<file path="src/rtl/rbp_pkg.sv">
package rbp_pkg;

  // Coordinate and size widths of the payload fields.
  localparam int CoordBits = 16;
  localparam int SizeBits  = 12;

  // Doubled (half-unit) coordinates, ray deltas and cross products.
  localparam int C2W   = ((CoordBits > SizeBits) ? CoordBits : SizeBits + 1) + 2;
  localparam int DW    = C2W + 1;
  localparam int PW    = SizeBits + DW;
  localparam int QBits = SizeBits;
  localparam int KW    = C2W + 1;

  typedef logic signed [C2W-1:0] c2_t;
  typedef logic signed [DW-1:0]  delta_t;
  typedef logic [DW-1:0]         mag_t;
  typedef logic [PW-1:0]         prod_t;
  typedef logic [SizeBits-1:0]   size_t;
  typedef logic signed [KW-1:0]  wide_t;

  // Side information that travels with one query through the divider.
  typedef struct packed {
    logic center_only;
    logic have;
    logic div_to_x;
    logic neg;
    c2_t  base;
    c2_t  edge_pos;
    c2_t  ctr_x;
    c2_t  ctr_y;
    c2_t  x_lo;
    c2_t  x_hi;
    c2_t  y_lo;
    c2_t  y_hi;
  } rbp_item_t;

  // Rounds (k + f) / 2 half away from zero, where frac says the fraction f is nonzero.
  function automatic wide_t round_half(wide_t k, logic frac);
    wide_t r;
    if (!k[0]) begin
      r = k >>> 1;
    end else if (!k[KW-1] || frac) begin
      r = (k + wide_t'(1)) >>> 1;
    end else begin
      r = (k - wide_t'(1)) >>> 1;
    end
    return r;
  endfunction

endpackage

</file>
<file path="src/rtl/rbp_back.sv">
module rbp_back import rbp_pkg::*; (
  input  logic                        clk_i,
  input  logic                        rst_ni,
  input  logic                        en_i,
  input  logic                        valid_i,
  input  rbp_item_t                   item_i,
  input  logic [QBits-1:0]            quot_i,
  input  logic                        rem_nz_i,
  output logic                        valid_o,
  output logic signed [CoordBits-1:0] border_x_o,
  output logic signed [CoordBits-1:0] border_y_o
);

  // Stage 1: floor quotient, add to the doubled base, round, place the edge.
  wide_t qs, a, k, r, px_d, py_d;
  logic  v1_q, ctr1_q;
  wide_t px1_q, py1_q;
  c2_t   xlo1_q, xhi1_q, ylo1_q, yhi1_q;

  always_comb begin
    qs = wide_t'({1'b0, quot_i});
    if (item_i.neg) begin
      a = -qs - (rem_nz_i ? wide_t'(1) : wide_t'(0));
    end else begin
      a = qs;
    end
    k = wide_t'(item_i.base) + a;
    r = round_half(k, rem_nz_i);
    if (item_i.have && item_i.div_to_x) begin
      px_d = r;
      py_d = wide_t'(item_i.edge_pos);
    end else if (item_i.have) begin
      px_d = wide_t'(item_i.edge_pos);
      py_d = r;
    end else begin
      px_d = wide_t'(item_i.ctr_x);
      py_d = wide_t'(item_i.ctr_y);
    end
  end

  always_ff @(posedge clk_i or negedge rst_ni) begin
    if (!rst_ni) begin
      v1_q <= 1'b0;
    end else if (en_i) begin
      v1_q <= valid_i;
    end
  end

  always_ff @(posedge clk_i) begin
    if (en_i) begin
      ctr1_q <= item_i.center_only;
      px1_q  <= px_d;
      py1_q  <= py_d;
      xlo1_q <= item_i.x_lo;
      xhi1_q <= item_i.x_hi;
      ylo1_q <= item_i.y_lo;
      yhi1_q <= item_i.y_hi;
    end
  end

  // Stage 2: clamp into the rectangle unless centre-only, the high bound winning, and wrap.
  wide_t tx, ty;
  logic  v2_q;
  logic signed [CoordBits-1:0] bx2_q, by2_q;

  always_comb begin
    tx = px1_q;
    ty = py1_q;
    if (!ctr1_q) begin
      if (tx < wide_t'(xlo1_q)) tx = wide_t'(xlo1_q);
      if (tx > wide_t'(xhi1_q)) tx = wide_t'(xhi1_q);
      if (ty < wide_t'(ylo1_q)) ty = wide_t'(ylo1_q);
      if (ty > wide_t'(yhi1_q)) ty = wide_t'(yhi1_q);
    end
  end

  always_ff @(posedge clk_i or negedge rst_ni) begin
    if (!rst_ni) begin
      v2_q <= 1'b0;
    end else if (en_i) begin
      v2_q <= v1_q;
    end
  end

  always_ff @(posedge clk_i) begin
    if (en_i) begin
      bx2_q <= tx[CoordBits-1:0];
      by2_q <= ty[CoordBits-1:0];
    end
  end

  assign valid_o    = v2_q;
  assign border_x_o = bx2_q;
  assign border_y_o = by2_q;

endmodule

</file>
<file path="config.mk">
export PLATFORM = sky130hd
export DESIGN_NAME = rbp_back
export DESIGN_NICKNAME = d
export VERILOG_FILES = /design/src/rtl/rbp_pkg.sv /design/src/rtl/rbp_back.sv
export SDC_FILE = /design/constraint.sdc
export NUM_CORES = 1
export LEC_CHECK = 0
export BUFFER_PORTS_ARGS = -buffer_cell sky130_fd_sc_hd__clkbuf_2
export CAP_MARGIN = 20
export CELL_PAD_IN_SITES_DETAIL_PLACEMENT = 1
export CELL_PAD_IN_SITES_GLOBAL_PLACEMENT = 1
export CORE_MARGIN = 5
export CORE_UTILIZATION = 25
export CTS_BUF_LIST = sky130_fd_sc_hd__clkbuf_4 sky130_fd_sc_hd__clkbuf_8 sky130_fd_sc_hd__clkbuf_16
export DETAILED_ROUTE_END_ITERATION = 12
export PLACE_DENSITY = 0.47
export SYNTH_ARGS = -nofsm -noshare
export SYNTH_HDL_FRONTEND = slang
export SYNTH_SLANG_ARGS = --single-unit
</file>
<file path="constraint.sdc">
create_clock -name clk_i -period 6.6 [get_ports clk_i]
set_clock_uncertainty 0.2 [all_clocks]
set_input_delay 1.32 -clock clk_i [delete_from_list [all_inputs] [get_ports clk_i]]
set_output_delay 1.32 -clock clk_i [all_outputs]
set_load 0.02 [all_outputs]
</file>
==> results by group <==
Timing
  – Max-slew violation count: 0
  – Least-Margin Pin Slew: just under 1 ns
  – Unrepaired setup endpoints after global routing: yes
  – Fin. Hold Viols: 0
  – Min Tclk post-route: just over 7 ns
  – Final critical-path share of the clock period: 107.6%
  – Fmax: about 140 MHz
  – Slew HR: a little over a third
  – Final Setup Violations: 24
  – Worst setup margin: -0.5005 ns

Layout
  – Fin util: between 30% and 40%
  – Sequential cell area: about 0.0043 mm²
  – Nets: approximately 1700
  – Commonest non-fill, non-tap cell in the layout: clkbuf_2
  – FILL cells: 4852
  – Share of cells above drive strength 1: 36.26%
  – Fin area: ~0.015 mm²
  – Multi-input gate area in the final layout: 0.006251 mm²
  – Area grow syn2layout: 38.13%
  – Commonest non-fill, non-tap cells in the layout: 195 x clkbuf_2, 185 x buf_4, 141 x edfxtp_1
  – Layout Cells excl Fill: 2000

Clocking
  – Num Clock Sinks: 143
  – Worst-Skew Late Latency: about 0.45 ns
  – Clock root cell: clkbuf_16
  – Clock tree buffer depth: 2
  – CTS H-tree lvls: 4
  – CTS tree: built
  – Cts hold-fix bufs: 0
  – CTS buffer count: 17
  – Clock-pin slew on the worst setup and hold paths: 0.07 ns

Global routing
  – Initial antenna violation count: 2
  – GRT Overall Usage: 16.07%
  – Largest net degree at the start of global routing: 95
  – Vias in the first global route: between 10000 and 15000
  – Total congestion overflow: 0
  – First-pass GRT wire length: about 59 mm

Worst hold path
  – Hold Path Class: flop to flop
  – Hold path start: valid_o$_DFFE_PN0P_

Die
  – Die footprint: about 0.047 mm²
  – Rows: between 70 and 80
  – Die height: about 220 µm
  – Core area: 0.04204 mm²
  – DIE WIDTH: 216.2 µm
  – Ports: approximately 200
  – Starting Density: about a quarter

Setup path
  – Max stage delay on crit path: roughly 0.36 ns
  – Worst EP required: about 6.6 ns
  – Reg-to-Reg Start: py1_q[1]$_DFFE_PP_
  – Start point of the critical path: rem_nz_i
  – Critical Path Most Common Cell: ha_4
  – Worst Setup Path Type: primary input to flop
  – Critical Path Start Type: primary input
  – Worst path slowest cell: ha_1
  – CP endpoint kind: flop
  – Worst Path Arrival: between 7 and 8 ns
  – Max Fanout on Critical Path: 4

Placed design
  – Worst slack, placed: -1.103 ns
  – HPWL after DPL: a little over 30 mm
  – DP Cell Count: 1936
  – GP Congestion: 0.8000
  – # port buffers: between 150 and 200
  – Placed Area: 0.01351 mm²

Power and ir drop
  – Switching power: about 0.0016 W
  – P per Cell Area: approximately 290 mW/mm²
  – Peak supply drop: about 0.00018 V
  – Combinational power share: between 40% and 50%
  – Leakage: about 6.6 nW
  – Clock share of power: roughly 23%
  – Cell Int Power: 0.002666 W
  – Flop pwr share: 28.6%
  – Sw Share: around 38%
  – Total power: ~0.0043 W

Logic synthesis
  – Synthesis Warnings: 0
  – Synth Cell Area: ~0.011 mm²
  – Post-Syn Nets: about 1400
  – Register area share after synthesis: between 40 and 50%
  – Post-synth EDFFs: ~140
  – Number of synthesized register bits: between 100 and 150
  – Synth cell types: between 80 and 90
  – Avg Cell Area, Syn: between 9 and 10 µm²
  – Main synth FF type: edfxtp_1
  – Ys async rst share: approximately 1.4%
  – Syn Inst Count: between 1000 and 1500

Detailed routing
  – Via Count: between 9000 and 10000
  – Antenna viol nets, final: 0
  – Wirelength per Cell: 19.02 µm
  – Routed Wire Length: roughly 38 mm
  – Via density: around 4.8
  – Initial drt markers: 390
  – Residual DRC: 0
  – DRT Pass-1 Iters: 4

Status
  – Status: complete, but fails checks
  – Violated checks: negative setup slack

Flow run
  – Maxcap violations: 0
[worst max-delay path, delay by kind of cell]
kind	cells	cell delay, ns
buf+inv	5	0.48
xor+xnor	2	0.35
fa+ha+maj	5	1.03
compound gates	16	2.73
mux	1	0.27
simple gates	9	0.90
[sequential cells by signal (all words and copies together) (netlist names)]
signal and count:
v1_q 1, xhi1_q 18, py1_q 18, px1_q 18, ctr1_q 1, xlo1_q 18
ylo1_q 18, yhi1_q 18, border_y_o 16, border_x_o 16, valid_o 1
[cells in the mapped netlist, types with 11 or more instances]
master	n	share of area [%]
edfxtp_1	141	40
ha_1	110	13
inv_1	98	3.5
nand2_1	96	3.4
a21oi_1	72	3.4
nor2_1	60	2.1
o21ai_0	50	2.4
clkbuf_1	35	1.2
a21o_1	33	2.3
mux2_2	33	3.5
xnor2_1	26	2.1
nor2b_1	23	1.4
nand3_1	22	1.0
o31ai_1	20	1.4
o21ai_1	19	0.89
o22ai_1	19	1.1
a2bb2oi_1	16	1.3
mux2i_1	15	1.4
xor2_1	14	1.2
a221o_1	11	1.0
o21a_1	11	0.78
[area by class of cell]
cell class / count / share of cell area, %
diodes: 2 / 0.03409
clock buffers: 17 / 2.898
clock inverters: 15 / 1.040
inverters: 101 / 2.642
multi-input cells: 792 / 42.58
flip-flops and latches: 143 / 29.18
well taps: 539 / 4.593
repair buffers: 391 / 17.04
[worst paths after layout]
path | to | cells after the start | slack (ns)
max in group asynchronous | v1_q$_DFFE_PN0P_ | 1 | 5.65
setup / recovery | py1_q[12]$_DFFE_PP_ | 38 | -0.50
hold reg to reg | valid_o$_DFFE_PN0P_ | 1 | 0.31
min in group asynchronous | valid_o$_DFFE_PN0P_ | 1 | 0.45
hold / removal | valid_o$_DFFE_PN0P_ | 1 | 0.31
setup reg to reg | border_y_o[0]$_DFFE_PP_ | 25 | 0.55
[power groups by stage]
stage | sequential [W] | clock [W] | combinational [W]
after floorplan | 0.00126 | 0 | 0.00110
after global placement | 0.00125 | 0 | 0.00191
after detailed placement | 0.00125 | 0 | 0.00193
after CTS | 0.00123 | 0.000999 | 0.00206
after global routing | 0.00124 | 0.00103 | 0.00232
final | 0.00122 | 0.000964 | 0.00210
[kinds of logic after synthesis]
logic type      count (synthesis)  synth area share [%]
simple gates                  267                 12.13
mux                            49                 5.050
xor+xnor                       40                 3.296
compound gates                323                 20.89
buf+inv                       140                 5.003
flops                         143                 40.31
fa+ha+maj                     113                 13.33
[layer usage]
layer  track usage, %  routed length [µm]
met5                0                  23
met4            4.431                 536
met1            21.15               17570
met3            2.428                1245
met2            27.61               18650
[repair_timing]
item                       4_1_cts  5_1_grt
setup endpoints to repair       29       32
pin swaps                       42       43
resized for setup               41       30
setup buffers                   26        8
[metrics by stage]
step	setup TNS (ns)	hold WS, ns
after floorplan	-13.52	0.2749
after global placement	-23.47	0.2860
after detailed placement	-27.50	0.2980
after CTS	-8.508	0.3135
after global routing	-16.76	0.3350
final	-6.842	0.3091
Note: power is estimated with default switching activity, not from simulation.
