## src/rtl/rbp_pkg.sv

```systemverilog
package rbp_pkg;

  // Coordinate and size widths of the payload fields.
  localparam int CoordBits = 16;
  localparam int SizeBits  = 12;

  // Doubled (half-unit) coordinates, ray deltas and cross products.
  localparam int C2W   = ((CoordBits > SizeBits) ? CoordBits : SizeBits + 1) + 2;
  localparam int DW    = C2W + 1;
  localparam int PW    = SizeBits + DW;
  localparam int QBits = SizeBits;
  localparam int KW    = C2W + 1;

  typedef logic signed [C2W-1:0] c2_t;
  typedef logic signed [DW-1:0]  delta_t;
  typedef logic [DW-1:0]         mag_t;
  typedef logic [PW-1:0]         prod_t;
  typedef logic [SizeBits-1:0]   size_t;
  typedef logic signed [KW-1:0]  wide_t;

  // Side information that travels with one query through the divider.
  typedef struct packed {
    logic center_only;
    logic have;
    logic div_to_x;
    logic neg;
    c2_t  base;
    c2_t  edge_pos;
    c2_t  ctr_x;
    c2_t  ctr_y;
    c2_t  x_lo;
    c2_t  x_hi;
    c2_t  y_lo;
    c2_t  y_hi;
  } rbp_item_t;

  // Rounds (k + f) / 2 half away from zero, where frac says the fraction f is nonzero.
  function automatic wide_t round_half(wide_t k, logic frac);
    wide_t r;
    if (!k[0]) begin
      r = k >>> 1;
    end else if (!k[KW-1] || frac) begin
      r = (k + wide_t'(1)) >>> 1;
    end else begin
      r = (k - wide_t'(1)) >>> 1;
    end
    return r;
  endfunction

endpackage

```

## src/rtl/rbp_div.sv

```systemverilog
module rbp_div import rbp_pkg::*; (
  input  logic              clk_i,
  input  logic              rst_ni,
  input  logic              en_i,
  input  logic              valid_i,
  input  rbp_item_t         item_i,
  input  prod_t             dividend_i,
  input  mag_t              divisor_i,
  output logic              valid_o,
  output rbp_item_t         item_o,
  output logic [QBits-1:0]  quot_o,
  output logic              rem_nz_o
);

  // One quotient bit per stage, most significant first. The quotient of a
  // qualifying crossing always fits in QBits bits.
  logic              v_q    [QBits];
  prod_t             rem_q  [QBits];
  mag_t              dvs_q  [QBits];
  logic [QBits-1:0]  quot_q [QBits];
  rbp_item_t         item_q [QBits];

  for (genvar j = 0; j < QBits; j++) begin : g_stage
    logic             v_in;
    prod_t            rem_in, cand;
    mag_t             dvs_in;
    logic [QBits-1:0] quot_in;
    rbp_item_t        item_in;
    logic             ge;

    if (j == 0) begin : g_first
      assign v_in    = valid_i;
      assign rem_in  = dividend_i;
      assign dvs_in  = divisor_i;
      assign quot_in = '0;
      assign item_in = item_i;
    end else begin : g_next
      assign v_in    = v_q[j-1];
      assign rem_in  = rem_q[j-1];
      assign dvs_in  = dvs_q[j-1];
      assign quot_in = quot_q[j-1];
      assign item_in = item_q[j-1];
    end

    // Trial subtraction of the shifted divisor.
    assign cand = prod_t'(dvs_in) << (QBits - 1 - j);
    assign ge   = (rem_in >= cand);

    always_ff @(posedge clk_i or negedge rst_ni) begin
      if (!rst_ni) begin
        v_q[j] <= 1'b0;
      end else if (en_i) begin
        v_q[j] <= v_in;
      end
    end

    always_ff @(posedge clk_i) begin
      if (en_i) begin
        rem_q[j]  <= ge ? rem_in - cand : rem_in;
        dvs_q[j]  <= dvs_in;
        item_q[j] <= item_in;
        quot_q[j] <= quot_in | (ge ? (QBits'(1) << (QBits - 1 - j)) : '0);
      end
    end
  end

  assign valid_o  = v_q[QBits-1];
  assign item_o   = item_q[QBits-1];
  assign quot_o   = quot_q[QBits-1];
  assign rem_nz_o = (rem_q[QBits-1] != '0);

endmodule

```

## config.mk

```make
export PLATFORM = sky130hd
export DESIGN_NAME = rbp_div
export DESIGN_NICKNAME = d
export VERILOG_FILES = /design/src/rtl/rbp_pkg.sv /design/src/rtl/rbp_div.sv
export SDC_FILE = /design/constraint.sdc
export NUM_CORES = 2
export LEC_CHECK = 0
export ABC_AREA = 1
export BUFFER_PORTS_ARGS = -buffer_cell sky130_fd_sc_hd__buf_2
export CAP_MARGIN = 20
export CELL_PAD_IN_SITES_DETAIL_PLACEMENT = 2
export CELL_PAD_IN_SITES_GLOBAL_PLACEMENT = 2
export CORE_MARGIN = 5
export CORE_UTILIZATION = 47
export CTS_CLUSTER_DIAMETER = 30
export CTS_CLUSTER_SIZE = 16
export DETAILED_ROUTE_END_ITERATION = 6
export GPL_ROUTABILITY_DRIVEN = 0
export PLACE_DENSITY_LB_ADDON = 0.05
export SYNTH_ARGS = -nofsm -noshare
export SYNTH_HDL_FRONTEND = slang
export SYNTH_SLANG_ARGS = --single-unit
```

## constraint.sdc

```tcl
create_clock -name clk_i -period 4.4 [get_ports clk_i]
set_input_delay 0.22 -clock clk_i [delete_from_list [all_inputs] [get_ports clk_i]]
set_output_delay 0.22 -clock clk_i [all_outputs]
set_load 0.005 [all_outputs]
```

==> impl_metrics.ini, run 1 <==
[status]
haltStage = 4_1_cts
outcome = did not finish
stop_error = [ERROR DPL-0033] detailed placement checks failed during check placement.

[synth]
synth.avg_cell_area_um2 = 13.0
ys_ff_latch = 2447
ys_seq_area_frac = 0.752
synthFlopType = edfxtp_1
synth.distinct_cells = 47
synthesis.nets = 7963
syn-cell-area_um2 = 97600
ys.warnings.count = 0
async_reset_ff_frac = 0.00490
synth_edf_count = 2435
netlist_instances = 7521

[clocking]
cts_sinks = 2447
clockRootBuffer = clkbuf_16
post-cts-setup-buffers = 0
numCtsBuffers = 548
htree_levels = 6
holdBufCountCts = 339
cts_resized = 1
clockBufferDepth = 4

[floorplan]
initial_core_util = 0.472
rows = 167
io_pins = 364
die_w_um = 466
die_h_um = 466

[placed_design]
portBuffers = 363
dpl.cell_count = 10600
hpwl_mm = 277
stage by stage:
step | setup slack [ps] | instance area (µm²) | utilization | hold slack [ps]
2_1_floorplan | 2210 | 97600 | - | -75.6
3_3_place_gp | 1140 | 103000 | 0.499 | 111
3_5_place_dp | 544 | 103000 | 0.499 | 131
logic make-up after synthesis:
family	count (synthesis)	synth area share
simple gates	3293	0.140
flops	2447	0.752
xor+xnor	140	0.0126
compound gates	309	0.0197
fa+ha+maj	240	0.0317
buf+inv	1092	0.0444
cells in the mapped netlist (18+ instances only):
library cell  count  share of area
nor2_2           28         0.0018
nand4_1          81         0.0052
ha_1            228          0.029
nor3_1           55         0.0028
nor2_1          440          0.017
edfxtp_1       2435           0.75
inv_1          1017          0.039
a21oi_2          71         0.0064
buf_4            21         0.0016
o21ai_0          46         0.0024
xnor2_1          26         0.0023
inv_2            21        0.00081
xor2_1          114          0.010
a21oi_1         145         0.0074
nand2_1        2215          0.085
nand3_1         352          0.018
buf_6            18         0.0021
nand3b_1         48         0.0037
==> run 2: changes to the inputs <==
==> config.mk (replaced) <==
export PLATFORM = sky130hd
export DESIGN_NAME = rbp_div
export DESIGN_NICKNAME = d
export VERILOG_FILES = /design/src/rtl/rbp_pkg.sv /design/src/rtl/rbp_div.sv
export SDC_FILE = /design/constraint.sdc
export NUM_CORES = 2
export LEC_CHECK = 0
export ABC_AREA = 1
export BUFFER_PORTS_ARGS = -buffer_cell sky130_fd_sc_hd__buf_2
export CAP_MARGIN = 20
export CORE_MARGIN = 5
export CORE_UTILIZATION = 35
export DETAILED_ROUTE_END_ITERATION = 6
export GPL_ROUTABILITY_DRIVEN = 0
export PLACE_DENSITY_LB_ADDON = 0.15
export SYNTH_ARGS = -nofsm -noshare
export SYNTH_HDL_FRONTEND = slang
export SYNTH_SLANG_ARGS = --single-unit
==> run 2 against run 1 <==
Net effect:
- the flow now finishes without violations
- synthesized cell count did not move
- synthesized area unchanged
==> impl_metrics.ini, run 2 <==
[timing]
rsz0062_at_grt = false
timing.fmax_mhz = 352
worst_pin_slew_ps = 875
period_minus_slack_ps = 2840
slew_violations = 0
setup_tns_ps = 0
fin_crit_sh = 0.645
slew_headroom = 0.415
hold_slack_ps = 91.1
setup_viol = 0
hold_violations = 0
worst_clock_skew_ps = 58.2

[synth]
ys.warnings.count = 0
synth.area.top_cells = edfxtp_1 75%, nand2_1 8.5%, inv_1 3.9%
syn-cell-area_um2 = 97600
synth_top_cell_by_area = edfxtp_1
async_reset_ff_frac = 0.00490
synthesis.nets = 7963
synth.distinct_cells = 47
synth_edf_count = 2435
synth_commonest_cells = 2435 x edfxtp_1, 2215 x nand2_1, 1017 x inv_1
synth.avg_cell_area_um2 = 13.0
netlist_instances = 7521
ys_seq_area_frac = 0.752
yosysMostFrequentCell = edfxtp_1
synth_top_area_frac = 0.749
ys_ff_latch = 2447
synthFlopType = edfxtp_1

[routing]
drtIter0Drc = 3751
num_vias = 55700
routedWlPerCell_um = 16.2
drt-vias-per-instance = 4.50
ant_nets = 0
drc = 0
dr.pass1.iters = 6
wl_mm = 200

[grt]
grt_pass1_wl_mm = 311
grt_pass1_vias = 56200
track_usage = 0.135
grt_overflow = 0
antenna_found_initial = 8
grt_max_degree = 159

[layout]
largest_reg_flops = 1776
syn_to_final_growth_pct = 18.4
mostFrequentLayoutCell = edfxtp_1
fill_cells = 25900
regArea_um2 = 73400
layout.nets = 8874
drive_above_1_share = 0.113
design_area_um2 = 116000
top_register = item_q
final_cell_mix = 2435 x edfxtp_1, 2215 x nand2_1, 1017 x inv_1
top_regs = item_q: 1776 flops, rem_q: 372 flops, dvs_q: 209 flops
multi_input_comb_area_um2 = 19900

[critical_path]
cp_common_cell = nand2_1
crit_path_end_kind = flop
path_buf_inv = 3
cp-start-kind = flop
timing_worst_setup_path_type = flop to flop
worstPathRequired_ps = 5060
max_stage_delay_ps = 450
cp_data_arrival_time_ps = 3500
slowest_stage = edfxtp_1
r2r-start = dvs_q[3][0]
critPathTopFamily = simple AND/OR/NAND/NOR gates
worst-path-max-fanout = 23
worstSetupStartpoint = dvs_q[3][0]
worstPathCellList = ha_1, inv_1, fa_1, nand2_1, nand3_1, nand3_1, nand2_1, nand2_1, nand4_2, buf_4, inv_2, nand2_1, nand2_1

[clocking]
clk_pin_slew_ps = 60
cts_tree = done
clockBufferDepth = 4
clockRootBuffer = clkbuf_16
cts_sinks = 2447
htree_levels = 5
insertion_delay_ps = 850
numCtsBuffers = 276

[floorplan]
rows = 194
dieArea_um2 = 290000
die_h_um = 538
io_pins = 364
initial_core_util = 0.350
core_um2 = 279000
die_w_um = 538

[placed_design]
placed_area_um2 = 104000
hpwl_mm = 140
portBuffers = 363

[pwr]
p_total_mw = 64.8
p_leak_nw = 46.3
ir_worst_vdd_mv = 0.291
p_per_area_nw_per_um2 = 561

[min_path]
hp-class = primary input to flop
worstHoldStart = item_i[32]

[flow_run]
drv_cap = 0

[status]
outcome = finished clean
## run 2: per-stage QoR
step	setup slack, ps	cells	utilization
final	1560	12400	0.415
after global routing	1270	12400	0.415
after CTS	1530	12400	0.415
after detailed placement	1560	11600	0.374
after global placement	1600	11600	0.374
after floorplan	2210	7521	-
## run 2: kinds of logic (layout without fill, tap and decap cells)
family / after synthesis / in the layout / share of synthesized area
AND/OR/NAND/NOR: 3293 / 3293 / 0.140
flip-flops: 2447 / 2447 / 0.752
buffers and inverters: 1092 / 2212 / 0.0444
AO/OA/AOI/OAI: 309 / 309 / 0.0197
adder cells (fa/ha/maj): 240 / 240 / 0.0317
XOR/XNOR: 140 / 140 / 0.0126
other: 0 / 3 / 0
## run 2: path summary, 6_finish.rpt
check / to / slack (ps) / depth (start not counted)
max: rem_q[1][9] / 1560 / 13
min: item_q[0][32] / 90 / 2
max reg2reg: rem_q[1][9] / 1560 / 13
min reg2reg: quot_q[5][19] / 390 / 0
max in group asynchronous: g_stage[5].v_in / 3610 / 3
min in group asynchronous: g_stage[11].v_in / 430 / 3
## run 2: layer usage
layer / vias up / part of all wire / routed length [µm] / track usage
met4: 0 / 0.047 / 9390 / 0.0618
met2: 1320 / 0.48 / 96400 / 0.230
met1: 26500 / 0.42 / 84500 / 0.168
met3: 526 / 0.048 / 9500 / 0.0249
li1: 27400 / - / - / -
met5: - / 0 / 0 / 0
## run 2: repair_timing
action	4_1_cts	5_1_grt
hold endpoints to repair	258	0
hold buffers	262	0
resized for setup	0	0
setup buffers	0	0
## run 2: worst register-to-register path, cell delays in order, from the launching register on
cell and delay [ps]:
edfxtp_1 450, ha_1 220, inv_1 90, fa_1 430
nand2_1 120, nand3_1 90, nand3_1 120, nand2_1 130
nand2_1 110, nand4_2 100, buf_4 230, inv_2 360
nand2_1 100, nand2_1 130
## run 2: area by class of cell
type | instances | area share
Antenna cell | 3 | 0.0000650
Clock buffer | 335 | 0.0624
Multi-Input combinational cell | 3982 | 0.172
Timing Repair Buffer | 680 | 0.0437
Sequential cell | 2447 | 0.635
Inverter | 1045 | 0.0340
Clock inverter | 152 | 0.0122
Tap cell | 3724 | 0.0403
## run 2: where the power goes
part | total [mW] | switching (mW) | internal, mW
registers | 30.0 | 1.29 | 28.7
clock network | 21.7 | 9.15 | 12.5
logic | 13.1 | 8.73 | 4.41
total | 64.8 | 19.2 | 45.7
(Power assumes the default switching activity.)
