File: src/rtl/rbp_pkg.sv
package rbp_pkg;

  // Coordinate and size widths of the payload fields.
  localparam int CoordBits = 16;
  localparam int SizeBits  = 12;

  // Doubled (half-unit) coordinates, ray deltas and cross products.
  localparam int C2W   = ((CoordBits > SizeBits) ? CoordBits : SizeBits + 1) + 2;
  localparam int DW    = C2W + 1;
  localparam int PW    = SizeBits + DW;
  localparam int QBits = SizeBits;
  localparam int KW    = C2W + 1;

  typedef logic signed [C2W-1:0] c2_t;
  typedef logic signed [DW-1:0]  delta_t;
  typedef logic [DW-1:0]         mag_t;
  typedef logic [PW-1:0]         prod_t;
  typedef logic [SizeBits-1:0]   size_t;
  typedef logic signed [KW-1:0]  wide_t;

  // Side information that travels with one query through the divider.
  typedef struct packed {
    logic center_only;
    logic have;
    logic div_to_x;
    logic neg;
    c2_t  base;
    c2_t  edge_pos;
    c2_t  ctr_x;
    c2_t  ctr_y;
    c2_t  x_lo;
    c2_t  x_hi;
    c2_t  y_lo;
    c2_t  y_hi;
  } rbp_item_t;

  // Rounds (k + f) / 2 half away from zero, where frac says the fraction f is nonzero.
  function automatic wide_t round_half(wide_t k, logic frac);
    wide_t r;
    if (!k[0]) begin
      r = k >>> 1;
    end else if (!k[KW-1] || frac) begin
      r = (k + wide_t'(1)) >>> 1;
    end else begin
      r = (k - wide_t'(1)) >>> 1;
    end
    return r;
  endfunction

endpackage

File: src/rtl/rbp_front.sv
module rbp_front import rbp_pkg::*; (
  input  logic                        clk_i,
  input  logic                        rst_ni,
  input  logic                        en_i,
  input  logic                        valid_i,
  input  logic signed [CoordBits-1:0] rect_x_i,
  input  logic signed [CoordBits-1:0] rect_y_i,
  input  size_t                       rect_w_i,
  input  size_t                       rect_h_i,
  input  logic signed [CoordBits-1:0] target_x_i,
  input  logic signed [CoordBits-1:0] target_y_i,
  output logic                        valid_o,
  output rbp_item_t                   item_o,
  output prod_t                       dividend_o,
  output mag_t                        divisor_o
);

  // Stage 1: doubled centre.
  logic  v1_q;
  c2_t   x1_q, y1_q, cx1_q, cy1_q;
  size_t w1_q, h1_q;
  logic signed [CoordBits-1:0] tx1_q, ty1_q;

  always_ff @(posedge clk_i or negedge rst_ni) begin
    if (!rst_ni) begin
      v1_q <= 1'b0;
    end else if (en_i) begin
      v1_q <= valid_i;
    end
  end

  always_ff @(posedge clk_i) begin
    if (en_i) begin
      x1_q  <= c2_t'(rect_x_i);
      y1_q  <= c2_t'(rect_y_i);
      w1_q  <= rect_w_i;
      h1_q  <= rect_h_i;
      tx1_q <= target_x_i;
      ty1_q <= target_y_i;
      cx1_q <= (c2_t'(rect_x_i) <<< 1) + c2_t'({1'b0, rect_w_i}) - c2_t'(1);
      cy1_q <= (c2_t'(rect_y_i) <<< 1) + c2_t'({1'b0, rect_h_i}) - c2_t'(1);
    end
  end

  // Stage 2: ray deltas, magnitudes, bounds and rounded centre.
  logic   v2_q;
  delta_t dx_d, dy_d;
  mag_t   adx2_q, ady2_q;
  logic   dxz2_q, dyz2_q, dxp2_q, dyp2_q, dxn2_q, dyn2_q;
  size_t  w2_q, h2_q, anw2_q, anh2_q;
  logic   nwz2_q, nhz2_q, nwp2_q, nhp2_q;
  c2_t    cx2_q, cy2_q, ctrx2_q, ctry2_q, xlo2_q, xhi2_q, ylo2_q, yhi2_q;

  assign dx_d = (delta_t'(tx1_q) <<< 1) - delta_t'(cx1_q);
  assign dy_d = (delta_t'(ty1_q) <<< 1) - delta_t'(cy1_q);

  always_ff @(posedge clk_i or negedge rst_ni) begin
    if (!rst_ni) begin
      v2_q <= 1'b0;
    end else if (en_i) begin
      v2_q <= v1_q;
    end
  end

  always_ff @(posedge clk_i) begin
    if (en_i) begin
      adx2_q  <= dx_d[DW-1] ? mag_t'(-dx_d) : mag_t'(dx_d);
      ady2_q  <= dy_d[DW-1] ? mag_t'(-dy_d) : mag_t'(dy_d);
      dxz2_q  <= (dx_d == '0);
      dyz2_q  <= (dy_d == '0);
      dxp2_q  <= !dx_d[DW-1] && (dx_d != '0);
      dyp2_q  <= !dy_d[DW-1] && (dy_d != '0);
      dxn2_q  <= dx_d[DW-1];
      dyn2_q  <= dy_d[DW-1];
      w2_q    <= w1_q;
      h2_q    <= h1_q;
      anw2_q  <= (w1_q == '0) ? size_t'(1) : w1_q - size_t'(1);
      anh2_q  <= (h1_q == '0) ? size_t'(1) : h1_q - size_t'(1);
      nwz2_q  <= (w1_q == size_t'(1));
      nhz2_q  <= (h1_q == size_t'(1));
      nwp2_q  <= (w1_q > size_t'(1));
      nhp2_q  <= (h1_q > size_t'(1));
      cx2_q   <= cx1_q;
      cy2_q   <= cy1_q;
      ctrx2_q <= c2_t'(round_half(wide_t'(cx1_q), 1'b0));
      ctry2_q <= c2_t'(round_half(wide_t'(cy1_q), 1'b0));
      xlo2_q  <= x1_q;
      xhi2_q  <= x1_q + c2_t'({1'b0, w1_q}) - c2_t'(1);
      ylo2_q  <= y1_q;
      yhi2_q  <= y1_q + c2_t'({1'b0, h1_q}) - c2_t'(1);
    end
  end

  // Stage 3: cross products for the range tests and the parameter compare.
  logic  v3_q;
  prod_t mx3_q, hx3_q, my3_q, wy3_q;
  mag_t  adx3_q, ady3_q;
  logic  dxz3_q, dyz3_q, dxp3_q, dyp3_q, dxn3_q, dyn3_q, nwz3_q, nhz3_q, nwp3_q, nhp3_q;
  c2_t   cx3_q, cy3_q, ctrx3_q, ctry3_q, xlo3_q, xhi3_q, ylo3_q, yhi3_q;

  always_ff @(posedge clk_i or negedge rst_ni) begin
    if (!rst_ni) begin
      v3_q <= 1'b0;
    end else if (en_i) begin
      v3_q <= v2_q;
    end
  end

  always_ff @(posedge clk_i) begin
    if (en_i) begin
      mx3_q   <= prod_t'(anw2_q) * prod_t'(ady2_q);
      hx3_q   <= prod_t'(h2_q) * prod_t'(adx2_q);
      my3_q   <= prod_t'(anh2_q) * prod_t'(adx2_q);
      wy3_q   <= prod_t'(w2_q) * prod_t'(ady2_q);
      adx3_q  <= adx2_q;
      ady3_q  <= ady2_q;
      dxz3_q  <= dxz2_q;
      dyz3_q  <= dyz2_q;
      dxp3_q  <= dxp2_q;
      dyp3_q  <= dyp2_q;
      dxn3_q  <= dxn2_q;
      dyn3_q  <= dyn2_q;
      nwz3_q  <= nwz2_q;
      nhz3_q  <= nhz2_q;
      nwp3_q  <= nwp2_q;
      nhp3_q  <= nhp2_q;
      cx3_q   <= cx2_q;
      cy3_q   <= cy2_q;
      ctrx3_q <= ctrx2_q;
      ctry3_q <= ctry2_q;
      xlo3_q  <= xlo2_q;
      xhi3_q  <= xhi2_q;
      ylo3_q  <= ylo2_q;
      yhi3_q  <= yhi2_q;
    end
  end

  // Stage 4: pick the nearest qualifying edge and set up its division.
  logic      v4_q;
  logic      qv, qh;
  rbp_item_t item_d, item4_q;
  prod_t     dvd_d, dvd4_q;
  mag_t      dvs_d, dvs4_q;

  always_comb begin
    qv = !dxz3_q && !nwz3_q && (mx3_q <= hx3_q);
    qh = !dyz3_q && !nhz3_q && (my3_q <= wy3_q) && (!qv || (my3_q < mx3_q));
    item_d.center_only = dxz3_q && dyz3_q;
    item_d.have        = qv || qh;
    item_d.div_to_x    = qh;
    item_d.neg         = qh ? dxn3_q : dyn3_q;
    item_d.base        = qh ? cx3_q : cy3_q;
    if (qh) begin
      item_d.edge_pos = (nhp3_q == dyp3_q) ? yhi3_q : ylo3_q;
    end else begin
      item_d.edge_pos = (nwp3_q == dxp3_q) ? xhi3_q : xlo3_q;
    end
    item_d.ctr_x = ctrx3_q;
    item_d.ctr_y = ctry3_q;
    item_d.x_lo  = xlo3_q;
    item_d.x_hi  = xhi3_q;
    item_d.y_lo  = ylo3_q;
    item_d.y_hi  = yhi3_q;
    dvd_d = qh ? my3_q : mx3_q;
    dvs_d = qh ? ady3_q : adx3_q;
  end

  always_ff @(posedge clk_i or negedge rst_ni) begin
    if (!rst_ni) begin
      v4_q <= 1'b0;
    end else if (en_i) begin
      v4_q <= v3_q;
    end
  end

  always_ff @(posedge clk_i) begin
    if (en_i) begin
      item4_q <= item_d;
      dvd4_q  <= dvd_d;
      dvs4_q  <= dvs_d;
    end
  end

  assign valid_o    = v4_q;
  assign item_o     = item4_q;
  assign dividend_o = dvd4_q;
  assign divisor_o  = dvs4_q;

endmodule

File: config.mk
export PLATFORM = sky130hd
export DESIGN_NAME = rbp_front
export DESIGN_NICKNAME = d
export VERILOG_FILES = /design/src/rtl/rbp_pkg.sv /design/src/rtl/rbp_front.sv
export SDC_FILE = /design/constraint.sdc
export NUM_CORES = 2
export LEC_CHECK = 0
export BUFFER_PORTS_ARGS = -buffer_cell sky130_fd_sc_hd__buf_4
export CAP_MARGIN = 20
export CORE_ASPECT_RATIO = 0.6
export CORE_MARGIN = 1.5
export CORE_UTILIZATION = 45
export DETAILED_ROUTE_END_ITERATION = 7
export GPL_TIMING_DRIVEN = 0
export PLACE_DENSITY = 0.65
export SETUP_SLACK_MARGIN = 0.02
export SYNTH_ARGS = -nofsm -noshare
export SYNTH_HDL_FRONTEND = slang
export SYNTH_SLANG_ARGS = --single-unit
File: constraint.sdc
create_clock -name clk_i -period 13.9 [get_ports clk_i]
set_input_delay 2.085 -clock clk_i [delete_from_list [all_inputs] [get_ports clk_i]]
set_output_delay 2.085 -clock clk_i [all_outputs]
set_load 0.05 [all_outputs]
==> impl_metrics.yaml <==
status:
  outcome: "finished, final reports clean"
yosys:
  yosys.cell_count.top_type: "inv_1"
  async_flop_share: 0.00464
  synthFlopType: "edfxtp_1"
  syn_nets: 7334
  ys_top_cells_by_area: "edfxtp_1 39%, fa_1 21%, ha_1 10%"
  synth_enable_flop_cells: 858
  postSynthAreaPerCell_um2: 11.1
  synth_top_area_share: 0.387
  synth_common_cells: "1,231 x inv_1, 858 x edfxtp_1, 700 x nand2_1"
  yosys.cell_types.count: 75
  syn_area_um2: 66600
  synth-seq-cells: 862
  yosys.area.top_type: "edfxtp_1"
  yosys_warnings: 0
  syn_inst: 6008
  seq_area_frac_synth: 0.388
floorplan:
  initial_core_util: 0.453
  core_um2: 147000
  die_w_um: 500
  dieHeight_um: 301
  std_cell_rows: 109
  io_pins: 291
  design.die.area_um2: 150000
detailed_routing:
  drc: 0
  vias: 44800
  viasPerCell: 5.32
  ant_nets: 0
  drt-total-wl_um: 187000
  wl_per_cell_um: 22.2
  first_pass_iters: 6
  drtIter0Drc: 4381
global_routing:
  grt.total_usage: 0.253
  grt_max_degree: 136
  antenna_found_initial: 23
  grt_pass1_vias: 45100
  grt_pass1_wl_um: 282000
  grt-ovfl-total: 0
worst_setup_path:
  crit_path_max_fanout: 10
  arrival_ns: 7.83
  worstSetupStartpointType: "flop"
  cp-end-kind: "flop"
  required_ns: 14.33
  critical_path_class: "reg -> reg"
min_path:
  hp-class: "reg -> reg"
clock_tree:
  cts_buffers: 81
  root_buffer: "clkbuf_16"
  cts_num_sinks: 862
  cts_hold_buffers: 0
  clock_latency_ns: 0.69
  cts_buffer_depth: 3
  htreeDepth: 3
  path_clk_slew_ns: 0.07
  cts_tree: "yes"
  cts.repair.resized: 0
  post_cts_buffers: 0
cells_and_area:
  area_delta_synth_final_pct: 11.5
  stdcell_area_um2: 74300
  layout-drive-gt1-share: 0.0847
  nNetsFinal: 7722
timing:
  hold_viol_final: 0
  relSlewSlack: 0.217
  finalSetupViolations: 0
  fin_ws_ns: 6.50
  finalCritPeriodShare: 0.532
  rsz0062_at_grt: "false"
  finClkSkew_ns: 0.0306
  fmax_mhz: 135
  min_period_ns: 7.40
  drv_slew: 0
  tns_ns: 0
  worst_slew_pin_slew_ns: 1.17
placement:
  place.gp.congestion: 0.950
  dp_slack_ns: 6.46
  portBuffers: 290
  place_area_um2: 71500
  dpl.hpwl_um: 150000
run:
  maxCapViolCount: 0
[worst max-delay path, cell delays in order, from the launching register on]
cell and delay (ns):
edfxtp_1 0.32, clkbuf_1 0.62, clkbuf_1 0.55, nand2_1 0.16, fa_1 0.59, fa_1 0.45
fa_1 0.55, inv_1 0.05, fa_1 0.47, inv_1 0.05, fa_1 0.47, inv_1 0.04
ha_1 0.24, or4_1 0.55, o2111ai_1 0.60, a41oi_1 0.38, or4_1 0.53, a31o_2 0.25
a21oi_1 0.18, xnor2_1 0.08
[layout by cell type, fill, tap and decap left out, types with 11 or more instances in the layout]
master,n
nor2_1,144
nand2_1,700
o211ai_1,11
nor2b_1,30
and2_1,323
inv_1,1231
o21a_1,27
a31oi_1,29
a31o_2,12
nor3_1,44
a211oi_1,20
a21o_1,129
nand4_1,32
o31ai_1,14
and3_1,26
edfxtp_1,858
clkbuf_1,190
clkinv_2,13
clkinv_1,16
xnor2_1,163
xor2_1,72
o21bai_1,31
buf_4,298
nand2b_1,24
or3_1,17
diode_2,12
ha_1,548
fa_1,686
o21ai_0,107
clkbuf_16,83
nand3_1,50
or2_2,13
mux2i_1,68
nor4_1,12
mux2_2,73
a21oi_1,200
[sequential cells by signal, indices dropped and copies added, names as in the netlist, 19 cells and up]
register,count
mx3_q,31
adx2_q,19
ady3_q,19
ady2_q,19
wy3_q,31
item_o,144
adx3_q,19
dividend_o,31
divisor_o,19
my3_q,31
hx3_q,31
[final timing paths]
| kind | start | endpoint | slack [ns] | cells past startpoint |
|---|---|---|---|---|
| min reg2reg | ctrx3_q[1] | item_o[91] | 0.41 | 0 |
| min in group asynchronous | rst_ni | v1_q | 1.19 | 1 |
| max | w2_q[3] | wy3_q[28] | 6.50 | 19 |
| min | ctrx3_q[1] | item_o[91] | 0.41 | 0 |
| max in group asynchronous | rst_ni | valid_o | 12.61 | 1 |
| max reg2reg | w2_q[3] | wy3_q[28] | 6.50 | 19 |
[kinds of logic after synthesis]
| family | after synthesis | synth area share |
|---|---|---|
| AND/OR/NAND/NOR | 1445 | 0.103 |
| buffers and inverters | 1425 | 0.0806 |
| adder cells (fa/ha/maj) | 1234 | 0.309 |
| flip-flops | 862 | 0.388 |
| AO/OA/AOI/OAI | 663 | 0.0644 |
| XOR/XNOR | 238 | 0.0314 |
| multiplexers | 141 | 0.0226 |
[metrics by stage]
| step | instances | hold slack (ns) | util |
|---|---|---|---|
| global placement | 8240 | 0.401 | 0.484 |
| floorplan | 6008 | 0.400 | - |
| global route | 8407 | 0.421 | 0.505 |
| CTS | 8400 | 0.415 | 0.505 |
| detailed placement | 8252 | 0.405 | 0.486 |
| finish | 8415 | 0.413 | 0.505 |
[layer usage]
metal | GRT usage | vias to the layer above | wire length (um)
li1 | - | 20300 | -
met3 | 0.0801 | 196 | 21400
met4 | 0.0498 | 12 | 3260
met5 | 0 | - | 76
met2 | 0.352 | 1817 | 75400
met1 | 0.384 | 22500 | 86600
[layout make-up]
class / instances / area [um^2]
Clock inverter: 56 / 642
Inverter: 1231 / 4620
Clock buffer: 92 / 2110
Timing Repair Buffer: 305 / 2450
Buffer: 194 / 747
Sequential cell: 862 / 25900
Fill cell: 13100 / 72700
Tap cell: 1942 / 2430
Multi-Input combinational cell: 3721 / 35400
Antenna cell: 12 / 30.0
Power is left out: the tool's default activity adds up to more than one toggle a clock period on the data nets, which glitch-free logic cannot reach.
